## config.mk

```make
export PLATFORM = sky130hd
export DESIGN_NAME = alu_register_execute_flat
export DESIGN_NICKNAME = d
export VERILOG_FILES = /design/src/sv/are_pkg.sv /design/src/sv/are_if.sv /design/src/sv/alu_register_execute.sv /design/src/flat_wrapper.sv
export SDC_FILE = /design/constraint.sdc
export NUM_CORES = 1
export LEC_CHECK = 0
export BUFFER_PORTS_ARGS = -buffer_cell sky130_fd_sc_hd__buf_2
export CORE_ASPECT_RATIO = 0.7
export CORE_MARGIN = 3
export CORE_UTILIZATION = 65
export CTS_CLUSTER_SIZE = 10
export DETAILED_ROUTE_END_ITERATION = 8
export GPL_TIMING_DRIVEN = 0
export MAX_ROUTING_LAYER = met4
export PLACE_DENSITY_LB_ADDON = 0.08
export SKIP_CTS_REPAIR_TIMING = 1
export SYNTH_ARGS = -nofsm -noshare
export SYNTH_HDL_FRONTEND = slang
export SYNTH_SLANG_ARGS = --single-unit
```

## constraint.sdc

```tcl
create_clock -name i_clk -period 12.21 [get_ports i_clk]
set_input_delay 2.442 -clock i_clk [delete_from_list [all_inputs] [get_ports i_clk]]
set_output_delay 2.442 -clock i_clk [all_outputs]
set_load 0.01 [all_outputs]
```

## src/sv/are_pkg.sv

```systemverilog
package are_pkg;

    localparam int NUM_REGS = 8;
    localparam int IDX_W    = (NUM_REGS > 1) ? $clog2(NUM_REGS) : 1;

    localparam logic [7:0] MASK_LO_NIB = 8'h0F;
    localparam logic [7:0] MASK_HI_NIB = 8'hF0;
    localparam logic [7:0] MASK_BYTE   = 8'hFF;
    localparam logic [7:0] BIT7        = 8'h80;

    typedef logic [IDX_W-1:0] t_idx;

    typedef enum logic [3:0] {
        OP_ADD  = 4'd0,
        OP_ADDC = 4'd1,
        OP_AND  = 4'd2,
        OP_OR   = 4'd3,
        OP_XOR  = 4'd4,
        OP_MUL  = 4'd5,
        OP_MOV  = 4'd6,
        OP_INV  = 4'd7,
        OP_SWAP = 4'd8,
        OP_LSR  = 4'd9,
        OP_LSRC = 4'd10,
        OP_CMP  = 4'd11,
        OP_CMPC = 4'd12
    } t_op;

    // 3-bit register field wrapped into the file depth
    function automatic t_idx reg_idx(input logic [2:0] v);
        logic [4:0] t;
        t = {2'b00, v};
        for (int k = 0; k < 3; k++) begin
            if (t >= 5'(NUM_REGS)) begin
                t = t - 5'(NUM_REGS);
            end
        end
        return t[IDX_W-1:0];
    endfunction

endpackage

```

## src/sv/are_if.sv

```systemverilog
interface are_in_if;
    logic       valid;
    logic       ready;
    logic [3:0] op;
    logic [2:0] dst_reg;
    logic [2:0] src_reg;
    logic       use_const;
    logic [7:0] imm_byte;
    logic       clear_high_nibble;
    logic       clear_low_nibble;
    logic       invert_high_nibble;
    logic       invert_low_nibble;
    logic       force_carry_in;
    logic [2:0] high_dst_reg;

    modport source (
        output valid, op, dst_reg, src_reg, use_const, imm_byte, clear_high_nibble,
               clear_low_nibble, invert_high_nibble, invert_low_nibble, force_carry_in,
               high_dst_reg,
        input  ready
    );
    modport sink (
        input  valid, op, dst_reg, src_reg, use_const, imm_byte, clear_high_nibble,
               clear_low_nibble, invert_high_nibble, invert_low_nibble, force_carry_in,
               high_dst_reg,
        output ready
    );
endinterface

interface are_out_if;
    logic       valid;
    logic       ready;
    logic [7:0] written_value;
    logic [7:0] written_high;
    logic       reg_written;
    logic       carry_flag;
    logic       zero_flag;
    logic       less_flag;
    logic       equal_flag;
    logic       greater_flag;

    modport source (
        output valid, written_value, written_high, reg_written, carry_flag, zero_flag,
               less_flag, equal_flag, greater_flag,
        input  ready
    );
    modport sink (
        input  valid, written_value, written_high, reg_written, carry_flag, zero_flag,
               less_flag, equal_flag, greater_flag,
        output ready
    );
endinterface

```

## src/sv/alu_register_execute.sv

```systemverilog
// Requests pass the operand stage (operand read), then execute into the result register.
// Throughput: one request per cycle while the output is not stalled; the execute
// stage writes the register file and flags at the same edge the result register
// loads, with write-to-read bypass.
// Reset (synchronous, active low): register file reads as zero, all flags cleared,
// both pipeline stages empty.
module alu_register_execute (
    input  logic      i_clk,
    input  logic      i_rst_n,
    are_in_if.sink    i_in,
    are_out_if.source o_out
);

    // operand stage
    logic               r_s1_valid;
    logic [3:0]         r_op;
    are_pkg::t_idx      r_dst;
    are_pkg::t_idx      r_hd;
    logic               r_use_const;
    logic [7:0]         r_imm;
    logic               r_clr_hi;
    logic               r_clr_lo;
    logic               r_inv_hi;
    logic               r_inv_lo;
    logic               r_force_c;
    logic [7:0]         r_dv_mem;
    logic [7:0]         r_sv_mem;
    logic               r_dv_ok;
    logic               r_sv_ok;
    logic               r_dv_byp_en;
    logic               r_sv_byp_en;
    logic [7:0]         r_dv_byp;
    logic [7:0]         r_sv_byp;

    // architectural state
    logic [7:0]              r_rf [are_pkg::NUM_REGS];
    logic [are_pkg::NUM_REGS-1:0] r_rf_ok;
    logic [are_pkg::NUM_REGS-1:0] n_rf_ok;
    logic r_carry, r_zero, r_less, r_equal, r_greater;

    // result register
    logic       r_out_valid;
    logic [7:0] r_wv;
    logic [7:0] r_wh;
    logic       r_rw;
    logic       r_oc, r_oz, r_ol, r_oe, r_og;

    logic          w_adv;
    logic          w_in_acc;
    are_pkg::t_idx w_in_d;
    are_pkg::t_idx w_in_s;
    logic          w_wr_lo;
    logic          w_wr_hi;

    logic [7:0]  w_dv;
    logic [7:0]  w_rs;
    logic [7:0]  w_raw;
    logic [7:0]  w_sv;
    logic [8:0]  w_sum;
    logic [15:0] w_prod;
    logic        w_cin;
    logic [7:0]  w_res;
    logic [7:0]  w_hi;
    logic        w_wr;
    logic        w_is_mul;
    logic        n_carry, n_zero, n_less, n_equal, n_greater;
    logic        w_fwd_d_en, w_fwd_s_en;
    logic [7:0]  w_fwd_d, w_fwd_s;

    function automatic logic op_is_addc(input logic [3:0] op);
        return are_pkg::t_op'(op) == are_pkg::OP_ADDC;
    endfunction

    assign w_adv    = r_s1_valid && (!r_out_valid || o_out.ready);
    assign i_in.ready = !r_s1_valid || w_adv;
    assign w_in_acc = i_in.valid && i_in.ready;
    assign w_in_d   = are_pkg::reg_idx(i_in.dst_reg);
    assign w_in_s   = are_pkg::reg_idx(i_in.src_reg);
    assign w_wr_lo  = w_adv && w_wr;
    assign w_wr_hi  = w_adv && w_is_mul;

    // bypass of the writes landing at this edge; the high byte is written last
    always_comb begin
        w_fwd_d_en = 1'b0;
        w_fwd_d    = w_res;
        if (w_wr_hi && r_hd == w_in_d) begin
            w_fwd_d_en = 1'b1;
            w_fwd_d    = w_hi;
        end else if (w_wr_lo && r_dst == w_in_d) begin
            w_fwd_d_en = 1'b1;
        end
        w_fwd_s_en = 1'b0;
        w_fwd_s    = w_res;
        if (w_wr_hi && r_hd == w_in_s) begin
            w_fwd_s_en = 1'b1;
            w_fwd_s    = w_hi;
        end else if (w_wr_lo && r_dst == w_in_s) begin
            w_fwd_s_en = 1'b1;
        end
    end

    always_comb begin
        w_dv  = r_dv_byp_en ? r_dv_byp : (r_dv_ok ? r_dv_mem : '0);
        w_rs  = r_sv_byp_en ? r_sv_byp : (r_sv_ok ? r_sv_mem : '0);
        w_raw = r_use_const ? r_imm : w_rs;
        w_sv  = w_raw;
        if (!r_use_const) begin
            if (r_clr_hi) w_sv = w_sv & are_pkg::MASK_LO_NIB;
            if (r_clr_lo) w_sv = w_sv & are_pkg::MASK_HI_NIB;
            if (r_inv_hi) w_sv = w_sv ^ are_pkg::MASK_HI_NIB;
            if (r_inv_lo) w_sv = w_sv ^ are_pkg::MASK_LO_NIB;
        end

        w_cin  = (op_is_addc(r_op)) && (r_carry || r_force_c);
        w_sum  = {1'b0, w_dv} + {1'b0, w_sv} + {8'd0, w_cin};
        w_prod = {8'd0, w_dv} * {8'd0, w_sv};

        w_res     = '0;
        w_hi      = '0;
        w_wr      = 1'b0;
        w_is_mul  = 1'b0;
        n_carry   = r_carry;
        n_zero    = r_zero;
        n_less    = r_less;
        n_equal   = r_equal;
        n_greater = r_greater;

        unique case (are_pkg::t_op'(r_op))
            are_pkg::OP_ADD, are_pkg::OP_ADDC: begin
                w_res   = w_sum[7:0];
                n_carry = w_sum[8];
                n_zero  = (w_sum[7:0] == 8'd0);
                w_wr    = 1'b1;
            end
            are_pkg::OP_AND, are_pkg::OP_OR, are_pkg::OP_XOR: begin
                if (are_pkg::t_op'(r_op) == are_pkg::OP_AND) w_res = w_dv & w_sv;
                else if (are_pkg::t_op'(r_op) == are_pkg::OP_OR) w_res = w_dv | w_sv;
                else w_res = w_dv ^ w_sv;
                n_carry = 1'b0;
                n_zero  = (w_res == 8'd0);
                w_wr    = 1'b1;
            end
            are_pkg::OP_MUL: begin
                w_res    = w_prod[7:0];
                w_hi     = w_prod[15:8];
                n_carry  = 1'b0;
                n_zero   = (w_prod == 16'd0);
                w_wr     = 1'b1;
                w_is_mul = 1'b1;
            end
            are_pkg::OP_MOV: begin
                w_res = w_sv;
                w_wr  = 1'b1;
            end
            are_pkg::OP_INV: begin
                w_res = w_dv ^ are_pkg::MASK_BYTE;
                w_wr  = 1'b1;
            end
            are_pkg::OP_SWAP: begin
                w_res = {w_dv[3:0], w_dv[7:4]};
                w_wr  = 1'b1;
            end
            are_pkg::OP_LSR, are_pkg::OP_LSRC: begin
                w_res = {1'b0, w_dv[7:1]};
                if (are_pkg::t_op'(r_op) == are_pkg::OP_LSRC && r_carry) begin
                    w_res = w_res | are_pkg::BIT7;
                end
                n_carry = w_dv[0];
                w_wr    = 1'b1;
            end
            are_pkg::OP_CMP, are_pkg::OP_CMPC: begin
                // chained compare acts only while equal is set
                if (are_pkg::t_op'(r_op) == are_pkg::OP_CMP || r_equal) begin
                    n_less    = (w_dv < w_raw);
                    n_equal   = (w_dv == w_raw);
                    n_greater = (w_dv > w_raw);
                end
            end
            default: begin
            end
        endcase
    end

    always_comb begin
        n_rf_ok = r_rf_ok;
        if (w_wr)     n_rf_ok[r_dst] = 1'b1;
        if (w_is_mul) n_rf_ok[r_hd]  = 1'b1;
    end

    // register file: two write ports (mul), two registered read ports
    always_ff @(posedge i_clk) begin
        if (w_wr_lo && !(w_wr_hi && r_hd == r_dst)) r_rf[r_dst] <= w_res;
        if (w_wr_hi) r_rf[r_hd]  <= w_hi;
        if (w_in_acc) begin
            r_dv_mem <= r_rf[w_in_d];
            r_sv_mem <= r_rf[w_in_s];
        end
    end

    always_ff @(posedge i_clk) begin
        if (!i_rst_n) begin
            r_rf_ok   <= '0;
            r_carry   <= 1'b0;
            r_zero    <= 1'b0;
            r_less    <= 1'b0;
            r_equal   <= 1'b0;
            r_greater <= 1'b0;
        end else if (w_adv) begin
            r_rf_ok   <= n_rf_ok;
            r_carry   <= n_carry;
            r_zero    <= n_zero;
            r_less    <= n_less;
            r_equal   <= n_equal;
            r_greater <= n_greater;
        end
    end

    always_ff @(posedge i_clk) begin
        if (!i_rst_n) begin
            r_s1_valid <= 1'b0;
        end else if (i_in.ready) begin
            r_s1_valid <= i_in.valid;
        end
    end

    always_ff @(posedge i_clk) begin
        if (w_in_acc) begin
            r_op        <= i_in.op;
            r_dst       <= w_in_d;
            r_hd        <= are_pkg::reg_idx(i_in.high_dst_reg);
            r_use_const <= i_in.use_const;
            r_imm       <= i_in.imm_byte;
            r_clr_hi    <= i_in.clear_high_nibble;
            r_clr_lo    <= i_in.clear_low_nibble;
            r_inv_hi    <= i_in.invert_high_nibble;
            r_inv_lo    <= i_in.invert_low_nibble;
            r_force_c   <= i_in.force_carry_in;
            r_dv_ok     <= r_rf_ok[w_in_d];
            r_sv_ok     <= r_rf_ok[w_in_s];
            r_dv_byp_en <= w_fwd_d_en;
            r_sv_byp_en <= w_fwd_s_en;
            r_dv_byp    <= w_fwd_d;
            r_sv_byp    <= w_fwd_s;
        end
    end

    always_ff @(posedge i_clk) begin
        if (!i_rst_n) begin
            r_out_valid <= 1'b0;
        end else if (w_adv) begin
            r_out_valid <= 1'b1;
        end else if (o_out.ready) begin
            r_out_valid <= 1'b0;
        end
    end

    always_ff @(posedge i_clk) begin
        if (w_adv) begin
            r_wv <= w_res;
            r_wh <= w_hi;
            r_rw <= w_wr;
            r_oc <= n_carry;
            r_oz <= n_zero;
            r_ol <= n_less;
            r_oe <= n_equal;
            r_og <= n_greater;
        end
    end

    assign o_out.valid         = r_out_valid;
    assign o_out.written_value = r_wv;
    assign o_out.written_high  = r_wh;
    assign o_out.reg_written   = r_rw;
    assign o_out.carry_flag    = r_oc;
    assign o_out.zero_flag     = r_oz;
    assign o_out.less_flag     = r_ol;
    assign o_out.equal_flag    = r_oe;
    assign o_out.greater_flag  = r_og;

    a_rel_onehot0: assert property (@(posedge i_clk) disable iff (!i_rst_n)
        $onehot0({r_less, r_equal, r_greater}))
        else $error("more than one compare relation flag set");

    a_nowrite_zero: assert property (@(posedge i_clk) disable iff (!i_rst_n)
        (r_out_valid && !r_rw) |-> (r_wv == 8'd0 && r_wh == 8'd0))
        else $error("result bytes nonzero without a register write");

    a_flags_hold: assert property (@(posedge i_clk) disable iff (!i_rst_n)
        !w_adv |=> $stable({r_carry, r_zero, r_less, r_equal, r_greater}))
        else $error("flags changed without an executed request");

endmodule
```

## src/flat_wrapper.sv

```systemverilog
// flat-port wrapper written by rule: the top's interface ports become plain ports
module alu_register_execute_flat 
  (i_clk, i_rst_n, i_in_valid, i_in_op, i_in_dst_reg, i_in_src_reg, i_in_use_const, i_in_imm_byte, i_in_clear_high_nibble, i_in_clear_low_nibble, i_in_invert_high_nibble, i_in_invert_low_nibble, i_in_force_carry_in, i_in_high_dst_reg, i_in_ready, o_out_valid, o_out_written_value, o_out_written_high, o_out_reg_written, o_out_carry_flag, o_out_zero_flag, o_out_less_flag, o_out_equal_flag, o_out_greater_flag, o_out_ready);
  are_in_if i_in_i ();
  are_out_if o_out_i ();
  input  logic i_clk;
  input  logic i_rst_n;
  input wire logic [$bits(i_in_i.valid)-1:0] i_in_valid;
  input wire logic [$bits(i_in_i.op)-1:0] i_in_op;
  input wire logic [$bits(i_in_i.dst_reg)-1:0] i_in_dst_reg;
  input wire logic [$bits(i_in_i.src_reg)-1:0] i_in_src_reg;
  input wire logic [$bits(i_in_i.use_const)-1:0] i_in_use_const;
  input wire logic [$bits(i_in_i.imm_byte)-1:0] i_in_imm_byte;
  input wire logic [$bits(i_in_i.clear_high_nibble)-1:0] i_in_clear_high_nibble;
  input wire logic [$bits(i_in_i.clear_low_nibble)-1:0] i_in_clear_low_nibble;
  input wire logic [$bits(i_in_i.invert_high_nibble)-1:0] i_in_invert_high_nibble;
  input wire logic [$bits(i_in_i.invert_low_nibble)-1:0] i_in_invert_low_nibble;
  input wire logic [$bits(i_in_i.force_carry_in)-1:0] i_in_force_carry_in;
  input wire logic [$bits(i_in_i.high_dst_reg)-1:0] i_in_high_dst_reg;
  output wire logic [$bits(i_in_i.ready)-1:0] i_in_ready;
  output wire logic [$bits(o_out_i.valid)-1:0] o_out_valid;
  output wire logic [$bits(o_out_i.written_value)-1:0] o_out_written_value;
  output wire logic [$bits(o_out_i.written_high)-1:0] o_out_written_high;
  output wire logic [$bits(o_out_i.reg_written)-1:0] o_out_reg_written;
  output wire logic [$bits(o_out_i.carry_flag)-1:0] o_out_carry_flag;
  output wire logic [$bits(o_out_i.zero_flag)-1:0] o_out_zero_flag;
  output wire logic [$bits(o_out_i.less_flag)-1:0] o_out_less_flag;
  output wire logic [$bits(o_out_i.equal_flag)-1:0] o_out_equal_flag;
  output wire logic [$bits(o_out_i.greater_flag)-1:0] o_out_greater_flag;
  input wire logic [$bits(o_out_i.ready)-1:0] o_out_ready;
  assign i_in_i.valid = i_in_valid;
  assign i_in_i.op = i_in_op;
  assign i_in_i.dst_reg = i_in_dst_reg;
  assign i_in_i.src_reg = i_in_src_reg;
  assign i_in_i.use_const = i_in_use_const;
  assign i_in_i.imm_byte = i_in_imm_byte;
  assign i_in_i.clear_high_nibble = i_in_clear_high_nibble;
  assign i_in_i.clear_low_nibble = i_in_clear_low_nibble;
  assign i_in_i.invert_high_nibble = i_in_invert_high_nibble;
  assign i_in_i.invert_low_nibble = i_in_invert_low_nibble;
  assign i_in_i.force_carry_in = i_in_force_carry_in;
  assign i_in_i.high_dst_reg = i_in_high_dst_reg;
  assign i_in_ready = i_in_i.ready;
  assign o_out_valid = o_out_i.valid;
  assign o_out_written_value = o_out_i.written_value;
  assign o_out_written_high = o_out_i.written_high;
  assign o_out_reg_written = o_out_i.reg_written;
  assign o_out_carry_flag = o_out_i.carry_flag;
  assign o_out_zero_flag = o_out_i.zero_flag;
  assign o_out_less_flag = o_out_i.less_flag;
  assign o_out_equal_flag = o_out_i.equal_flag;
  assign o_out_greater_flag = o_out_i.greater_flag;
  assign o_out_i.ready = o_out_ready;
  alu_register_execute u_core (.i_clk(i_clk), .i_rst_n(i_rst_n), .i_in(i_in_i), .o_out(o_out_i));
endmodule
```

Yosys cells after proc, flatten, opt, wreduce, memory -nomap -nowiden
Memories as Yosys holds them, arrays and structs flattened. A register that Yosys moved wholly into a read port is not among the register bits.
Index checks and enable logic that the tools add are counted.
- bits in registers: 81
- memory bits (writable): 64
- logic and storage cells: 150
- memories kept: 1
- memories (memory ; depth ; bits a word ; rd ports ; clocked after memory_dff ; write ports ; RTL line ; source):
    u_core.r_rf ; 8 ; 8 ; 2 ; 2 ; 2 ; alu_register_execute.sv:36 ; logic [7:0] r_rf [are_pkg::NUM_REGS];
- add/sub/neg operators: 2
- multiply operators: 1
- magnitude comparators: 8
- equality and inequality tests: 18
- mux-type cells: 48
- bitwise logic cells: 8
- reductions and logical operators: 32
- operator list (cell ; number):
    $mux W8 ; 19
    $pmux W8 S7 ; 1
    $or A8 B8 Y8 ; 3
    $eq A4 B4 Y1 const B ; 5
    $mux W1 ; 20
    $eq A4 B3 Y1 const B ; 4
    $logic_not A16 Y1 ; 1
    $logic_not A8 Y1 ; 2
    $lt A3 B4 Y1 const B ; 4
    $mul A8 B8 Y16 ; 1
    $eq A3 B3 Y1 ; 5
    $logic_and A1 B1 Y1 ; 14
    $reduce_or A11 Y1 ; 1
    $add A8 B8 Y9 ; 1
    $add A9 B1 Y9 ; 1
    $and A8 B8 Y8 ; 1
    $eq A4 B2 Y1 const B ; 2
    $eq A8 B8 Y1 ; 1
    $gt A8 B8 Y1 ; 1
    $lt A8 B8 Y1 ; 1
    $mux W4 ; 2
    $not A4 Y4 ; 2
    $not A8 Y8 ; 1
    $xor A8 B8 Y8 ; 1
    12 further kinds ; 23

Longest topological paths before layout
- depth after elaboration: 18
- gate-level depth with buffers: 25
- depth with buffers taken out: 23

Worst setup path after synthesis
No wires, ideal clock.
- kind: register to register
- start: register u_core.r_sv_byp_en
- end: register u_core.r_oz, in the netlist u_core.o_out.zero_flag, data pin
- arrival time: 5.582 ns
- required time: 12.076 ns
- slack: 6.494 ns
- cell stages (with the launch flop): 23
- path buffers: 1
- period minus slack after synthesis: 5.716 ns
- cells stage by stage: edfxtp_1 buf_2 nand3b_1 a21oi_1 xnor2_1 o21ai_1 inv_1 nand2_1 fa_1 fa_1 inv_1 fa_1 inv_1 fa_1 inv_1 ha_1 and2_1 a221oi_2 nand2_2 a311oi_2 o211ai_1 or4b_1 nand2b_1
- word-level cells in the longest chain between the ends: 16
- elaborated cells on any way between the ends: 24
- classes of those cells: 2 x add/sub; 1 x mul; 13 x mux; 5 x bitwise; 3 x reduce/logical
- ends and longest elaborated chain (item ; RTL line ; source):
    start, declared ; alu_register_execute.sv:31 ; logic r_sv_byp_en;
    start signal, assigned ; alu_register_execute.sv:241 ; r_sv_byp_en <= w_fwd_s_en;
    $mux W8 (*) ; alu_register_execute.sv:104 ; w_rs = r_sv_byp_en ? r_sv_byp : (r_sv_ok ? r_sv_mem : '0);
    $mux W8 (*) ; alu_register_execute.sv:105 ; w_raw = r_use_const ? r_imm : w_rs;
    $mux W8 ; alu_register_execute.sv:108 ; if (r_clr_hi) w_sv = w_sv & are_pkg::MASK_LO_NIB;
    $mux W4 ; alu_register_execute.sv:109 ; if (r_clr_lo) w_sv = w_sv & are_pkg::MASK_HI_NIB;
    $mux W8 ; alu_register_execute.sv:107 ; if (!r_use_const) begin
    $mux W8 ; alu_register_execute.sv:110 ; if (r_inv_hi) w_sv = w_sv ^ are_pkg::MASK_HI_NIB;
    $mux W8 ; alu_register_execute.sv:107 ;
    $not A4 Y4 (no source line) ; -- ;
    $mux W4 ; alu_register_execute.sv:111 ; if (r_inv_lo) w_sv = w_sv ^ are_pkg::MASK_LO_NIB;
    $mux W8 (*) ; alu_register_execute.sv:107 ;
    parallel branches: the longest is 5 deep, another holds $mul A8 B8 Y16 ; -- ;
    $pmux W1 S3 (*) ; alu_register_execute.sv:128 ; unique case (are_pkg::t_op'(r_op))
    named net u_core.n_zero ; alu_register_execute.sv:66 ; logic n_carry, n_zero, n_less, n_equal, n_greater;
    end signal, assigned ; alu_register_execute.sv:263 ; r_oz <= n_zero;
    end, declared ; alu_register_execute.sv:46 ; logic r_oc, r_oz, r_ol, r_oe, r_og;
Mark *: on every way through the listed nets, which the timed path passes. The select of a mux whose other input is x is not followed.
A chain may end at the register's enable or synchronous reset.

Worst setup path after layout
- start: register u_core.r_sv_byp_en
- end: register u_core.r_dv_byp[1], data pin
- elaborated cells on any way between the ends: 23
- classes of those cells: 2 x add/sub; 1 x mul; 15 x mux; 5 x bitwise
- RTL lines (item ; RTL line ; source):
    $mux W8 (*) ; alu_register_execute.sv:104 ;
    $mux W8 (*) ; alu_register_execute.sv:105 ;
    $mux W8 ; alu_register_execute.sv:108 ;
    $mux W4 ; alu_register_execute.sv:109 ;
    $mux W8 ; alu_register_execute.sv:107 ;
    $mux W8 ; alu_register_execute.sv:110 ;
    $mux W8 ; alu_register_execute.sv:107 ;
    $not A4 Y4 (no source line) ; -- ;
    $mux W4 ; alu_register_execute.sv:111 ;
    $mux W8 (*) ; alu_register_execute.sv:107 ;
    $mul A8 B8 Y16 (*) ; alu_register_execute.sv:116 ; w_prod = {8'd0, w_dv} * {8'd0, w_sv};
    $mux W8 (*) ; alu_register_execute.sv:128 ;
    named net u_core.w_hi[1] ; alu_register_execute.sv:63 ; logic [7:0] w_hi;
    $mux W8 (*) ; alu_register_execute.sv:86 ; if (w_wr_hi && r_hd == w_in_d) begin
    named net u_core.w_fwd_d[1] ; alu_register_execute.sv:68 ; logic [7:0] w_fwd_d, w_fwd_s;
    end signal, assigned ; alu_register_execute.sv:242 ; r_dv_byp <= w_fwd_d;
    end, declared ; alu_register_execute.sv:32 ; logic [7:0] r_dv_byp;
The timed path passes the listed nets; every way through them passes the cells marked *. The select of a mux whose other input is x is not followed.

==> metrics.csv <==
metric,value,unit
status,finished clean,
RR Startpoint,u_core.r_sv_byp_en$_SDFFCE_PP1P_,
Num CTS Buffers,17,
power density relative to cell area,142,nW/um2
post-synthesis cell count,987,
via total after detailed routing,8785,
average wire per cell in the routed design,25.5,um
detailed-route wire length,33100,um
vertical die dimension,116,um
post-synthesis cell type count,77,
share of the synthesized area in the top cell type,38.9,%
crit start category,flop,
multi-input logic area,6000,um2
number of buffer cells added on primary ports,53,
worst setup path startpoint,u_core.r_sv_byp_en$_SDFFCE_PP1P_,
num rows,39,
count of max-cap constraint violations,0,
unrepaired setup endpoints after global routing,false,
H-tree depth,4,
class of the tightest hold or removal check,reg2reg,
Final Skew,18.7,ps
Mapped Nets,1116,
reg2reg end,u_core.r_dv_byp[1]$_DFFE_PP_,
aggregate global routing overflow,0,
"FFs w/ async S/R, synth",0,%
Post-synth EDFFs,146,
clock tree from TritonCTS,done,
final worst-path setup slack,4950,ps
data arrival time of the critical path,7420,ps
pin count of the biggest net entering global routing,42,
1st-pass router iterations,6,
Setup Crit Path Kind,reg2reg,
clock-pin slew of the registers on the worst-case setup and hold paths,70,ps
aggregate global-route resource usage,37.3,%
die outline area,19000,um2
reg2reg setup slack,4950,ps
data required time at the worst endpoint,12370,ps
leakage power of the design,5.06,nW
flip-flop and latch count after synthesis,161,
fill cell total of the finished layout,1179,
average cell area after synthesis,11.4,um2
number of antenna violations at the first check in global routing,2,
Final setup violation count,0,
cell area after technology mapping,11300,um2
"worst slack, placed",5140,ps
final total negative setup slack,0,ps
final clock period utilization by the worst path,59.5,%
number of pins with negative max-slew slack in the final report,0,
mean number of vias per cell,6.75,
wire length of the first global-routing pass,49900,um
share of final-layout standard cells stronger than drive strength 1,19.3,%
Bufs on Longest Clock Path,2,
IR Drop Worst-Case VDD,0.0938,mV
capturing element type of the critical path,flop,
Max-slew headroom,16.2,%
total core area,16600,um2
width of the die,163,um
Root Buffer Master,sky130_fd_sc_hd__clkbuf_16,
layout net count,1191,
I/O pins,55,
Worst Tran Pin Value,1260,ps
DRC violation count after routing,0,
Yosys warning count,0,
post-layout minimum cycle time,7260,ps
number of cells traversed by the worst hold path,2,
starting density of the core,67.8,%
most common flop cell mapped by yosys,sky130_fd_sc_hd__edfxtp_1,
insertion delay of the later-clocked pin in the worst-skew pair,430,ps
cell type with the highest aggregate area in the netlist,sky130_fd_sc_hd__edfxtp_1,
"Area growth, synth to finish",10.5,%
FF-to-FF path depth,21,
end point of the most critical hold path,u_core.r_equal$_SDFFE_PN0P_,
"antenna viol nets, final",0,
synth top area cells,"sky130_fd_sc_hd__edfxtp_1 39%, sky130_fd_sc_hd__mux4_2 7.2%, sky130_fd_sc_hd__fa_1 6.7%, sky130_fd_sc_hd__ha_1 6.7%, sky130_fd_sc_hd__mux2i_1 5.9%",
number of global-route vias before repair,8299,
Detailed Route Iter0 Violations,1241,
worst-path maximum fanout,10,
fraction of the yosys area taken by sequential cells,41.5,%
total area of sequential cells,4680,um2
post-detailed-placement half-perimeter wirelength,24100,um
number of clock sinks,161,
Hold Path Origin,u_core.r_equal$_SDFFE_PN0P_,
routability cong.,1.06,
final hold violation count,0,
achievable clock frequency,138,MHz
area by class of cell:
cell class                      instances  area share [%]
Antenna cell                            2          0.0401
Buffer                                 64            2.38
Clock buffer                           17            3.41
Clock inverter                         15            1.32
Inverter                               83            2.50
Multi-Input combinational cell        679            48.1
Sequential cell                       161            37.6
Tap cell                              225            2.26
Timing Repair Buffer                   56            2.41
worst max-delay path, cell delays in order, from the launching register on:
cell,delay (ps)
sky130_fd_sc_hd__edfxtp_1,460
sky130_fd_sc_hd__nor2b_1,360
sky130_fd_sc_hd__a221oi_1,130
sky130_fd_sc_hd__o21bai_1,240
sky130_fd_sc_hd__o21ai_1,600
sky130_fd_sc_hd__inv_1,350
sky130_fd_sc_hd__nor2_1,210
sky130_fd_sc_hd__fa_1,460
sky130_fd_sc_hd__fa_1,530
sky130_fd_sc_hd__fa_1,550
sky130_fd_sc_hd__inv_1,60
sky130_fd_sc_hd__fa_1,520
sky130_fd_sc_hd__inv_1,50
sky130_fd_sc_hd__ha_1,360
sky130_fd_sc_hd__and2_1,200
sky130_fd_sc_hd__a221oi_2,520
sky130_fd_sc_hd__nand2_2,140
sky130_fd_sc_hd__xnor2_1,390
sky130_fd_sc_hd__clkbuf_1,470
sky130_fd_sc_hd__nor2_1,170
sky130_fd_sc_hd__nor2_1,170
sky130_fd_sc_hd__a21oi_1,60
state kept, by name (all words and copies together) (netlist names), 3 cells and up:
register,count
u_core.o_out.written_high,8
u_core.o_out.written_value,8
u_core.r_dst,3
u_core.r_dv_byp,8
u_core.r_dv_mem,8
u_core.r_hd,3
u_core.r_imm,8
u_core.r_op,4
u_core.r_rf,64
u_core.r_rf_ok,8
u_core.r_sv_byp,8
u_core.r_sv_mem,8
where the power goes:
group / switching [mW] / internal [mW] / leakage, nW
Combinational: 0.389 / 0.191 / 3.24
Clock: 0.258 / 0.276 / 0.292
Sequential: 0.0109 / 0.641 / 1.53
worst max-delay path by stage:
stage / slack (ps) / to
4_1_cts: 5140 / u_core.r_rf[4][5]$_DFFE_PP_
6_report: 4950 / u_core.r_dv_byp[1]$_DFFE_PP_
3_5_place_dp: 5140 / u_core.r_rf[4][5]$_DFFE_PP_
3_3_place_gp: 5300 / u_core.r_rf[5][5]$_DFFE_PP_
2_1_floorplan: 6490 / u_core.o_out.zero_flag$_DFFE_PP_
5_1_grt: 4730 / u_core.r_sv_byp[5]$_DFFE_PP_
metal layers:
metal	vias to the layer above	GRT usage, %	part of all wire (%)	wire (um)
met5	-	-	0	0
met4	0	7.61	1.8	588
met3	73	13.5	16	5230
met2	696	48.7	39	13000
met1	4234	56.0	43	14300
li1	3782	-	-	-
cells in the final DEF, fill, tap and decap left out, drive strengths merged, types with 5 or more instances in the layout:
cell    instances
a211o           7
a21o            7
a21oi          41
a221oi          8
a22oi           7
a31oi           5
and2            5
buf            94
clkbuf         43
clkinv          9
dfxtp          15
edfxtp        146
fa             38
ha             60
inv            89
mux2           20
mux2i          66
mux4           36
nand2          46
nand2b         11
nand3          12
nand3b          5
nand4           7
nor2           97
nor2b          13
nor3           15
o21a           23
o21ai          30
o21bai          8
o22ai          11
or3             7
or4             5
xnor2          12
xor2           17
synthesized netlist by cell type (all sizes together) (4+ instances only):
library cell and n:
a22oi 7, nor2b 13, mux2i 66, fa 38
nor2 97, clkbuf 26, o22ai 11, inv 80
a31oi 5, o21a 23, a221o 4, or4 5
nand4 7, a211oi 4, o21bai 8, or3 7
nand2b 11, mux2 20, ha 60, o21ai 30
a221oi 8, nor3 15, xor2 17, a211o 7
mux4 36, xnor2 12, and2 5, buf 38
a21o 7, dfxtp 15, o31ai 4, nand2 46
a21oi 41, nand3b 5, edfxtp 146, nand3 12
cell families (layout without fill, tap and decap cells):
kind of cell             Yosys count  in the layout  share of synthesized area, %
adder cells (fa/ha/maj)           98             98                          13.4
AND/OR/NAND/NOR                  246            246                          10.9
multiplexers                     122            122                          15.0
buffers and inverters            147            235                          5.39
other                              0              2                             0
AO/OA/AOI/OAI                    184            184                          11.5
XOR/XNOR                          29             29                          2.25
flip-flops                       161            161                          41.5
metrics by stage:
| step | hold slack (ps) | cells | cell area (um2) | util (%) | power, mW |
|---|---|---|---|---|---|
| detailed placement | 476 | 1268 | 11900 | 71.4 | 1.22 |
| global route | 520 | 1302 | 12500 | 75.0 | 1.84 |
| CTS | 490 | 1300 | 12500 | 74.9 | 1.75 |
| floorplan | 452 | 987 | 11300 | - | 1.04 |
| finish | 490 | 1302 | 12500 | 75.0 | 1.77 |
| global placement | 465 | 1265 | 11800 | 71.1 | 1.21 |
No activity file was read; power rests on OpenSTA's default activity.
